<file path="src/rtl/aosc_pkg.sv">
// Shared widths, register codes, reset values and types for the octagon clamp block.
// No dependencies; the RTL files refer to it by scoped names, the bench files import it.
package aosc_pkg;

    // Field and word widths
    localparam int DATA_W    = 9;
    localparam int TDATA_W   = 56;
    localparam int NUM_FIELD = 6;
    localparam int CFG_W     = 8;
    localparam int ADDR_W    = 3;

    // Stick datapath widths
    localparam int MAG_W     = 9;
    localparam int PA_W      = 17;
    localparam int PB_W      = 19;
    localparam int WM_W      = 16;
    localparam int SUM_W     = 20;
    localparam int DEN_W     = 17;
    localparam int NUM_W     = WM_W + MAG_W;
    localparam int QUO_W     = 9;

    // Pipeline shape: three front stages, one divider stage per quotient bit, one output stage
    localparam int FRONT_STG = 3;
    localparam int DIV_STEPS = QUO_W;
    localparam int NUM_STG   = FRONT_STG + DIV_STEPS + 1;

    // Register reset values
    localparam logic [CFG_W-1:0] TRIG_DEAD_RST   = 8'd30;
    localparam logic [CFG_W-1:0] TRIG_LIMIT_RST  = 8'd180;
    localparam logic [CFG_W-1:0] LEFT_DEAD_RST   = 8'd15;
    localparam logic [CFG_W-1:0] LEFT_LIMIT_RST  = 8'd72;
    localparam logic [CFG_W-1:0] LEFT_DIAG_RST   = 8'd40;
    localparam logic [CFG_W-1:0] RIGHT_DEAD_RST  = 8'd15;
    localparam logic [CFG_W-1:0] RIGHT_LIMIT_RST = 8'd59;
    localparam logic [CFG_W-1:0] RIGHT_DIAG_RST  = 8'd31;

    // Register index codes
    typedef enum logic [ADDR_W-1:0] {
        REG_TRIG_DEAD   = 3'd0,
        REG_TRIG_LIMIT  = 3'd1,
        REG_LEFT_DEAD   = 3'd2,
        REG_LEFT_LIMIT  = 3'd3,
        REG_LEFT_DIAG   = 3'd4,
        REG_RIGHT_DEAD  = 3'd5,
        REG_RIGHT_LIMIT = 3'd6,
        REG_RIGHT_DIAG  = 3'd7
    } aosc_reg_t;

    // Per-stick region settings
    typedef struct packed {
        logic [CFG_W-1:0] dead;
        logic [CFG_W-1:0] limit;
        logic [CFG_W-1:0] diag;
    } aosc_stick_cfg_t;

    // Side information carried alongside the divider
    typedef struct packed {
        logic             neg_x;
        logic             neg_y;
        logic             scale;
        logic [MAG_W-1:0] mag_x;
        logic [MAG_W-1:0] mag_y;
    } aosc_side_t;

    typedef logic [NUM_STG-1:0] aosc_en_t;

endpackage

</file>
<file path="src/rtl/aosc_div.sv">
// Pipelined restoring divider, one quotient bit per stage, for the stick rescale.
// Depends on aosc_pkg for widths and the number of steps.
module aosc_div (
    input  logic                                aclk,
    input  logic [aosc_pkg::DIV_STEPS-1:0]      en,
    input  logic [aosc_pkg::NUM_W-1:0]          num,
    input  logic [aosc_pkg::DEN_W-1:0]          den,
    output logic [aosc_pkg::QUO_W-1:0]          quo
);

    localparam int CMP_W = aosc_pkg::NUM_W + 1;

    logic [aosc_pkg::NUM_W-1:0] rem_reg [aosc_pkg::DIV_STEPS-1];
    logic [aosc_pkg::DEN_W-1:0] den_reg [aosc_pkg::DIV_STEPS-1];
    logic [aosc_pkg::QUO_W-1:0] quo_reg [aosc_pkg::DIV_STEPS];

    for (genvar i = 0; i < aosc_pkg::DIV_STEPS; i++) begin : g_step
        localparam int SHIFT = aosc_pkg::DIV_STEPS - 1 - i;

        logic [aosc_pkg::NUM_W-1:0] rem_in;
        logic [aosc_pkg::DEN_W-1:0] den_in;
        logic [aosc_pkg::QUO_W-1:0] quo_in;
        logic [CMP_W-1:0]           den_sh;
        logic [CMP_W-1:0]           trial;
        logic [aosc_pkg::NUM_W-1:0] rem_next;
        logic [aosc_pkg::QUO_W-1:0] quo_next;

        if (i == 0) begin : g_first
            assign rem_in = num;
            assign den_in = den;
            assign quo_in = '0;
        end else begin : g_rest
            assign rem_in = rem_reg[i-1];
            assign den_in = den_reg[i-1];
            assign quo_in = quo_reg[i-1];
        end

        // Subtract the shifted divisor; keep the remainder when it goes negative
        always_comb begin
            den_sh = CMP_W'(den_in) << SHIFT;
            trial  = {1'b0, rem_in} - den_sh;
            if (!trial[CMP_W-1]) begin
                rem_next = trial[aosc_pkg::NUM_W-1:0];
                quo_next = quo_in | (aosc_pkg::QUO_W'(1) << SHIFT);
            end else begin
                rem_next = rem_in;
                quo_next = quo_in;
            end
        end

        always_ff @(posedge aclk) begin
            if (en[i]) begin
                quo_reg[i] <= quo_next;
            end
        end

        // Last step needs no remainder or divisor downstream
        if (i < aosc_pkg::DIV_STEPS - 1) begin : g_keep
            always_ff @(posedge aclk) begin
                if (en[i]) begin
                    rem_reg[i] <= rem_next;
                    den_reg[i] <= den_in;
                end
            end
        end
    end

    assign quo = quo_reg[aosc_pkg::DIV_STEPS-1];

endmodule

</file>
<file path="src/rtl/aosc_stick.sv">
// One stick's path: sign split, dead zone, octagon test, pipelined rescale, sign restore.
// Depends on aosc_pkg and aosc_div; stage enables come from the top level.
module aosc_stick (
    input  logic                              aclk,
    input  aosc_pkg::aosc_en_t                en,
    input  aosc_pkg::aosc_stick_cfg_t         cfg,
    input  logic [aosc_pkg::DATA_W-1:0]       pos_x,
    input  logic [aosc_pkg::DATA_W-1:0]       pos_y,
    output logic [aosc_pkg::DATA_W-1:0]       out_x,
    output logic [aosc_pkg::DATA_W-1:0]       out_y
);

    localparam int MAG_W = aosc_pkg::MAG_W;
    localparam int LAST  = aosc_pkg::NUM_STG - 1;

    // Stage 0: sign and post-dead magnitude
    logic             neg_x_next, neg_y_next;
    logic [MAG_W-1:0] abs_x, abs_y;
    logic [MAG_W-1:0] mag_x_next, mag_y_next;
    logic             s0_neg_x_reg, s0_neg_y_reg;
    logic [MAG_W-1:0] s0_mag_x_reg, s0_mag_y_reg;

    always_comb begin
        neg_x_next = pos_x[MAG_W-1] || (pos_x == '0);
        neg_y_next = pos_y[MAG_W-1] || (pos_y == '0);
        abs_x      = neg_x_next ? MAG_W'(~pos_x + 1'b1) : pos_x;
        abs_y      = neg_y_next ? MAG_W'(~pos_y + 1'b1) : pos_y;
        mag_x_next = (abs_x <= MAG_W'(cfg.dead)) ? '0 : abs_x - MAG_W'(cfg.dead);
        mag_y_next = (abs_y <= MAG_W'(cfg.dead)) ? '0 : abs_y - MAG_W'(cfg.dead);
    end

    always_ff @(posedge aclk) begin
        if (en[0]) begin
            s0_neg_x_reg <= neg_x_next;
            s0_neg_y_reg <= neg_y_next;
            s0_mag_x_reg <= mag_x_next;
            s0_mag_y_reg <= mag_y_next;
        end
    end

    // Stage 1: pick the major axis, form the three products
    logic                              x_major;
    logic [MAG_W-1:0]                  major, minor;
    logic signed [MAG_W-1:0]           span;
    logic [aosc_pkg::PA_W-1:0]         pa_next;
    logic signed [aosc_pkg::PB_W-1:0]  pb_next;
    logic [aosc_pkg::WM_W-1:0]         wm_next;
    logic                              s1_neg_x_reg, s1_neg_y_reg;
    logic [MAG_W-1:0]                  s1_mag_x_reg, s1_mag_y_reg;
    logic [aosc_pkg::PA_W-1:0]         s1_pa_reg;
    logic signed [aosc_pkg::PB_W-1:0]  s1_pb_reg;
    logic [aosc_pkg::WM_W-1:0]         s1_wm_reg;

    always_comb begin
        x_major = (cfg.diag == '0) || (s0_mag_y_reg <= s0_mag_x_reg);
        major   = x_major ? s0_mag_x_reg : s0_mag_y_reg;
        minor   = x_major ? s0_mag_y_reg : s0_mag_x_reg;
        span    = $signed({1'b0, cfg.limit}) - $signed({1'b0, cfg.diag});
        pa_next = aosc_pkg::PA_W'(major) * aosc_pkg::PA_W'(cfg.diag);
        pb_next = aosc_pkg::PB_W'(span) * $signed(aosc_pkg::PB_W'(minor));
        wm_next = aosc_pkg::WM_W'(cfg.diag) * aosc_pkg::WM_W'(cfg.limit);
    end

    always_ff @(posedge aclk) begin
        if (en[1]) begin
            s1_neg_x_reg <= s0_neg_x_reg;
            s1_neg_y_reg <= s0_neg_y_reg;
            s1_mag_x_reg <= s0_mag_x_reg;
            s1_mag_y_reg <= s0_mag_y_reg;
            s1_pa_reg    <= pa_next;
            s1_pb_reg    <= pb_next;
            s1_wm_reg    <= wm_next;
        end
    end

    // Stage 2: octagon distance, outside test, scaled numerators
    logic signed [aosc_pkg::SUM_W-1:0] oct_dist;
    logic                              scale_next;
    logic [aosc_pkg::NUM_W-1:0]        num_x_next, num_y_next;
    aosc_pkg::aosc_side_t              s2_side_reg;
    logic [aosc_pkg::DEN_W-1:0]        s2_den_reg;
    logic [aosc_pkg::NUM_W-1:0]        s2_num_x_reg, s2_num_y_reg;

    always_comb begin
        oct_dist   = $signed(aosc_pkg::SUM_W'(s1_pa_reg)) + aosc_pkg::SUM_W'(s1_pb_reg);
        scale_next = $signed(aosc_pkg::SUM_W'(s1_wm_reg)) < oct_dist;
        num_x_next = aosc_pkg::NUM_W'(s1_wm_reg) * aosc_pkg::NUM_W'(s1_mag_x_reg);
        num_y_next = aosc_pkg::NUM_W'(s1_wm_reg) * aosc_pkg::NUM_W'(s1_mag_y_reg);
    end

    always_ff @(posedge aclk) begin
        if (en[2]) begin
            s2_side_reg.neg_x <= s1_neg_x_reg;
            s2_side_reg.neg_y <= s1_neg_y_reg;
            s2_side_reg.scale <= scale_next;
            s2_side_reg.mag_x <= s1_mag_x_reg;
            s2_side_reg.mag_y <= s1_mag_y_reg;
            s2_den_reg        <= oct_dist[aosc_pkg::DEN_W-1:0];
            s2_num_x_reg      <= num_x_next;
            s2_num_y_reg      <= num_y_next;
        end
    end

    // Divider stages: both axes share the divisor
    logic [aosc_pkg::DIV_STEPS-1:0] div_en;
    logic [aosc_pkg::QUO_W-1:0]     quo_x, quo_y;
    aosc_pkg::aosc_side_t           side_reg [aosc_pkg::DIV_STEPS];

    assign div_en = en[aosc_pkg::FRONT_STG +: aosc_pkg::DIV_STEPS];

    aosc_div u_div_x (
        .aclk (aclk),
        .en   (div_en),
        .num  (s2_num_x_reg),
        .den  (s2_den_reg),
        .quo  (quo_x)
    );

    aosc_div u_div_y (
        .aclk (aclk),
        .en   (div_en),
        .num  (s2_num_y_reg),
        .den  (s2_den_reg),
        .quo  (quo_y)
    );

    // Carry signs and unscaled magnitudes beside the divider
    always_ff @(posedge aclk) begin
        if (div_en[0]) begin
            side_reg[0] <= s2_side_reg;
        end
        for (int i = 1; i < aosc_pkg::DIV_STEPS; i++) begin
            if (div_en[i]) begin
                side_reg[i] <= side_reg[i-1];
            end
        end
    end

    // Output stage: choose scaled or plain magnitude, restore sign
    aosc_pkg::aosc_side_t side_last;
    logic [MAG_W-1:0]     res_x, res_y;
    logic [MAG_W-1:0]     out_x_next, out_y_next;
    logic [MAG_W-1:0]     out_x_reg, out_y_reg;

    always_comb begin
        side_last  = side_reg[aosc_pkg::DIV_STEPS-1];
        res_x      = side_last.scale ? quo_x : side_last.mag_x;
        res_y      = side_last.scale ? quo_y : side_last.mag_y;
        out_x_next = side_last.neg_x ? MAG_W'(~res_x + 1'b1) : res_x;
        out_y_next = side_last.neg_y ? MAG_W'(~res_y + 1'b1) : res_y;
    end

    always_ff @(posedge aclk) begin
        if (en[LAST]) begin
            out_x_reg <= out_x_next;
            out_y_reg <= out_y_next;
        end
    end

    assign out_x = out_x_reg;
    assign out_y = out_y_reg;

endmodule

</file>
<file path="config.mk">
export PLATFORM = sky130hd
export DESIGN_NAME = aosc_stick
export DESIGN_NICKNAME = d
export VERILOG_FILES = /design/src/rtl/aosc_pkg.sv /design/src/rtl/aosc_div.sv /design/src/rtl/aosc_stick.sv
export SDC_FILE = /design/constraint.sdc
export NUM_CORES = 2
export LEC_CHECK = 0
export BUFFER_PORTS_ARGS = -buffer_cell sky130_fd_sc_hd__buf_2
export CORE_AREA = 5 5 362 328
export DETAILED_ROUTE_END_ITERATION = 12
export DIE_AREA = 0 0 367 333
export HOLD_SLACK_MARGIN = 0.03
export PLACE_DENSITY = 0.78
export RECOVER_POWER = 25
export SLEW_MARGIN = 20
export SYNTH_ARGS = -nofsm -noshare
export SYNTH_HDL_FRONTEND = slang
export SYNTH_SLANG_ARGS = --single-unit
</file>
<file path="constraint.sdc">
create_clock -name aclk -period 8.43 [get_ports aclk]
set_clock_uncertainty 0.15 [all_clocks]
set_input_delay 1.686 -clock aclk [delete_from_list [all_inputs] [get_ports aclk]]
set_output_delay 1.686 -clock aclk [all_outputs]
set_load 0.05 [all_outputs]
</file>
* Yosys cells after proc, flatten, opt, wreduce, memory -nomap -nowiden
Memory sizes are Yosys's and may differ from the RTL's. Index checks and enable logic that the tools add are counted.
Operators by class: multiplexer cells 60, $mul 5, add/sub/neg operators 26, reduce and logical (&&, ||, !) cells 6, bitwise logic cells 4, magnitude comparators 4
Operator list (count):
- 25-bit 2-to-1 mux | 16
- 9-bit 2-to-1 mux | 10
- 25-bit by 17-bit subtractor with 26-bit output | 2
- 25-bit by 18-bit subtractor with 26-bit output | 2
- 25-bit by 19-bit subtractor with 26-bit output | 2
- 25-bit by 20-bit subtractor with 26-bit output | 2
- 25-bit by 21-bit subtractor with 26-bit output | 2
- 25-bit by 22-bit subtractor with 26-bit output | 2
- 25-bit by 23-bit subtractor with 26-bit output | 2
- 25-bit by 24-bit subtractor with 26-bit output | 2
- 25-bit by 25-bit subtractor with 26-bit output | 2
- 16-bit by 9-bit multiplier with 25-bit output | 2
- 9-bit by 1-bit adder with 9-bit output (second input constant) | 4
- 9-bit NOT | 4
- 18-bit by 19-bit adder with 20-bit output | 1
- 17-bit by 20-bit less-than comparator with 1-bit output | 1
- 1-bit 2-to-1 mux | 20
- 9-bit by 10-bit multiplier with 19-bit output | 1
- 9-bit by 8-bit less-or-equal comparator with 1-bit output | 2
- 9-bit logical NOT | 2
- 9-bit by 8-bit subtractor with 9-bit output | 2
- 9-bit by 8-bit multiplier with 17-bit output | 1
- 8-bit by 8-bit multiplier with 16-bit output | 1
- 8-bit 2-to-1 mux | 2
- other kinds (10) | 18
Storage, ports and cells: memories 7, memory bits (writable) 1023, word-level logic and storage cells 133, output and inout port bits 18, bits of input ports 56, register bits after elaboration 198
Memory list:
- u_div_x.rem_reg | depth 8, width 25, rd ports 8, clocked after Yosys merged registers in 0, wr ports 8, line aosc_div.sv:13 | logic [aosc_pkg::NUM_W-1:0] rem_reg [aosc_pkg::DIV_STEPS-1];
- u_div_y.rem_reg | depth 8, width 25, rd ports 8, clocked after Yosys merged registers in 0, wr ports 8, line aosc_div.sv:13
- side_reg | depth 9, width 21, rd ports 9, clocked after Yosys merged registers in 0, wr ports 9, line aosc_stick.sv:107 | aosc_pkg::aosc_side_t side_reg [aosc_pkg::DIV_STEPS];
- u_div_x.den_reg | depth 8, width 17, rd ports 8, clocked after Yosys merged registers in 0, wr ports 8, line aosc_div.sv:14 | logic [aosc_pkg::DEN_W-1:0] den_reg [aosc_pkg::DIV_STEPS-1];
- u_div_y.den_reg | depth 8, width 17, rd ports 8, clocked after Yosys merged registers in 0, wr ports 8, line aosc_div.sv:14
- u_div_x.quo_reg | depth 9, width 9, rd ports 9, clocked after Yosys merged registers in 0, wr ports 9, line aosc_div.sv:15 | logic [aosc_pkg::QUO_W-1:0] quo_reg [aosc_pkg::DIV_STEPS];
- +1 memories

* Logic depth before layout (Yosys ltp)
An unclocked memory read counts as a cell.
word-level depth 5, depth in mapped cells 30, mapped depth without buffers 28

* Hierarchy
From an unflattened synthesis, not the netlist that was laid out.
Second synthesis, totals: cells, all modules 6270, area total of the unflattened synthesis 72620.9 µm²
Modules (own cells, without submodules):
- aosc_div | area an instance 20815.0 µm², cells each 1751, times used 2
- aosc_stick | area an instance 30991.0 µm², cells each 2768, times used 1

* Worst setup path before layout
OpenSTA, ideal clock, no wires.
path kind in2reg, start in cfg[1] in the netlist's numbering, end reg s1_pb_reg[15] in the netlist's numbering (data pin), buffers on the path 1, setup slack -0.113 ns, required time 8.022 ns, arrival 8.136 ns, stages 27, cell sequence clkbuf_1 clkinv_1 ha_1 nor2b_1 o21ai_0 a21boi_0 o21ai_0 a21boi_0 o21ai_0 nor3b_1 or3_1 fa_1 fa_1 inv_1 fa_1 fa_1 inv_1 fa_1 inv_1 ha_1 a21oi_1 o21bai_1 a21oi_1 o21bai_1 a41oi_1 nor2b_1 xnor2_1
On the way: longest elaborated chain between the ends 4, elaborated cells on any way between the ends 5, classes of those cells 1 x add/sub; 1 x mul; 1 x mux; 2 x reduce/logical
RTL lines:
- start: declaration | line aosc_stick.sv:6 | input aosc_pkg::aosc_stick_cfg_t cfg,
- parallel branches: the longest is 3 deep, another holds 8-bit by 8-bit subtractor with 9-bit output
- 9-bit by 10-bit multiplier with 19-bit output * | line aosc_stick.sv:60 | pb_next = aosc_pkg::PB_W'(span) * $signed(aosc_pkg::PB_W'(minor));
- via pb_next (one bit) | line aosc_stick.sv:46 | logic signed [aosc_pkg::PB_W-1:0] pb_next;
- end signal: assignment | line aosc_stick.sv:71 | s1_pb_reg <= pb_next;
- end: declaration | line aosc_stick.sv:51 | logic signed [aosc_pkg::PB_W-1:0] s1_pb_reg;
Mark *: on every way through the listed nets, which the timed path passes. A chain may end at the register's enable or synchronous reset.

* Final worst setup path
start in cfg[1] in the netlist's numbering, end reg s1_pb_reg[17] in the netlist's numbering (data pin)
Same word-level chain as after synthesis.

==> out/results.tsv <==
stage	metric	value	unit
drt	DR pass1 iterations	6	
synth	post-synthesis cell type count	90	
drt	drt drc	0	
worst_setup_path	Crit. End Element	flip-flop	
synth	post-synth top area cell	edfxtp_1	
clocking	clock sink total	1013	
synth	Seq/Total Area, Yosys	45.3	%
floorplan	die width	367	um
worst_setup_path	most used cell, CP	fa_1	
floorplan	core box area	114000	um2
clocking	number of setup buffers added after CTS	0	
finish	Filler cells	8610	
worst_setup_path	Arr. time, crit path	8040	ps
global_routing	largest net degree at the start of global routing	73	
sta	max-slew violations	0	
clocking	clock buffer count from CTS	103	
sta	final period utilization	92.3	%
placed_design	Post-Place Worst Slack	51.3	ps
sta	worst hold slack	253	ps
synth	top-area cell type share of the netlist area	45.3	%
synth	synthesized net count	6807	
synth	syn avg cell area	11.6	um2
clocking	Post-CTS Resized	0	
placed_design	Detail Placement HPWL	109	mm
drt	Iteration-0 DRC Markers	2411	
placed_design	final estimated routing congestion in global placement	0.916	
worst_setup_path	Startpoint Class	input pin	
sta	final setup fails	0	
drt	metal2 WL	72.9	mm
finish	layout cells sized above 1	8.67	%
sta	post-route minimum period	7780	ps
sta	Setup TNS	0	ps
worst_setup_path	critical-path maximum fanout	3	
worst_setup_path	slowest stage delay, CP	560	ps
worst_setup_path	critical path class	in2reg	
drt	DR top layer	met4	
drt	wire length on met3	5.89	mm
clocking	Clock Tree Buf Depth	3	
sta	Final WS setup	647	ps
synth	ys flop type	edfxtp_1	
clocking	CTS H-tree depth	3	
synth	Synth Register Bits	1013	
clocking	clk slew on worst S/H paths	60	ps
worst_setup_path	CP max stage cell	fa_1	
synth	synth top area cells	edfxtp_1 45%, ha_1 11%, fa_1 10%	
sta	RSZ-0062 raised after global routing	false	
floorplan	Initial Utilization	58.6	%
floorplan	die height	333	um
finish	register area	30400	um2
global_routing	global-route wire length before repair	231	mm
synth	Async SR Flop Fraction	0	%
finish	fin util	63.6	%
synth	list of most frequent post-synthesis cells	1013 x edfxtp_1, 652 x inv_1, 597 x ha_1, 463 x nand2_1, 376 x nor2_1	
clocking	hold-fix buffers at CTS	0	
global_routing	number of global-route vias before repair	44705	
finish	layout overhead on the synthesized area	8.54	%
synth	Gate Count Post-Synth	5808	
global_routing	Global Route Usage Sum	23.3	%
sta	Final Hold Fails	0	
floorplan	die footprint	122000	um2
hold_path	Worst Hold Class	reg2reg	
job	max cap viols	0	
sta	f_max	0.128	GHz
synth	Post-synth EDFFs	1013	
drt	remaining antenna violation count after routing	0	
finish	# diodes	0	
synth	most frequent cell after synthesis	edfxtp_1	
global_routing	initial antenna violation count	0	
synth	YS warnings	0	
global_routing	grt ovf	0	
finish	Multi-input gate area	33800	um2
drt	routed length per instance	18.8	um
drt	Via Count	43157	
drt	vias per cell	5.72	
synth	synthesized area	67100	um2
sta	worst-margin pin slew	1140	ps
sta	Slew Limit Headroom	24.1	%
clocking	CTS tree	built	
run_status	status	finished clean	
worst_setup_path	WP buf/inv	5	
clocking	root buffer cell	clkbuf_16	
worst_setup_path	WP data required	8690	ps
drt	WL met1	57.1	mm
placed_design	IO Port Bufs	73	
worst_setup_path	Crit path max-delay family	adder cells	
drt	Routed WL	142	mm
clocking	latest clock arrival within the worst-skew pair	720	ps
finish	nets	6955	
floorplan	I/O pin count	74	
floorplan	# rows	118	
## layout make-up
class | instances | share of cell area [%]
Multi-Input combinational cell | 4042 | 46.4
Timing Repair Buffer | 135 | 1.17
Clock inverter | 60 | 0.971
Sequential cell | 1013 | 41.8
Inverter | 661 | 3.41
Clock buffer | 130 | 3.68
Tap cell | 1500 | 2.58
## cell usage in the layout (no fill, tap or decap), types with 88 or more instances in the layout
| master | count |
|---|---|
| a21oi_1 | 278 |
| and2_1 | 139 |
| clkbuf_16 | 103 |
| edfxtp_1 | 1013 |
| fa_1 | 346 |
| ha_1 | 597 |
| inv_1 | 652 |
| mux2_2 | 171 |
| nand2_1 | 463 |
| nor2_1 | 376 |
| nor2b_1 | 88 |
| nor3_1 | 119 |
| o21a_1 | 102 |
| o21ai_0 | 244 |
| xnor2_1 | 213 |
| xor2_1 | 111 |
## worst reg2reg max path: cells and delay by family, from the launching register on
family	cells	cell delay (ps)
fa+ha+maj	7	3180
compound gates	11	1960
buf+inv	5	520
flops	1	490
mux	1	430
simple gates	2	270
xor+xnor	1	150
## cells by family after synthesis
kind of cell | count (synthesis) | synth area share [%]
muxes | 240 | 4.00
xor gates and xnor gates | 324 | 4.23
and+or+nand+nor | 1494 | 10.6
adders and majority gates | 943 | 21.5
DFF | 1013 | 45.3
AOI/OAI and AO/OA | 1041 | 10.0
buffers and inverters | 753 | 4.30
## layer usage
| metal | global-route usage (%) | vias up |
|---|---|---|
| met5 | 0 | - |
| met3 | 3.12 | 331 |
| met1 | 28.3 | 20924 |
| met4 | 8.53 | 0 |
| li1 | - | 20877 |
| met2 | 42.7 | 1025 |
## path summary, 6_finish.rpt
check / endpoint / cells after the start / slack [ps] / startpoint
hold / removal: u_div_x.rem_reg[0][25] / 0 / 250 / u_div_x.rem_reg[0][0]
setup / recovery: s1_pb_reg[17] / 27 / 650 / cfg[1]
setup reg to reg: s1_pb_reg[17] / 27 / 1010 / s0_mag_x_reg[1]
hold reg to reg: u_div_x.rem_reg[0][25] / 0 / 250 / u_div_x.rem_reg[0][0]
## stage by stage
| step | area [um2] | instances |
|---|---|---|
| 6_report | 72800 | 7541 |
| 5_1_grt | 72800 | 7541 |
| 4_1_cts | 72800 | 7540 |
| 3_5_place_dp | 69400 | 7350 |
| 3_3_place_gp | 69400 | 7350 |
| 2_1_floorplan | 67100 | 5808 |
Power is left out: the tool's default activity adds up to more than one toggle a clock period on the data nets, which glitch-free logic cannot reach.
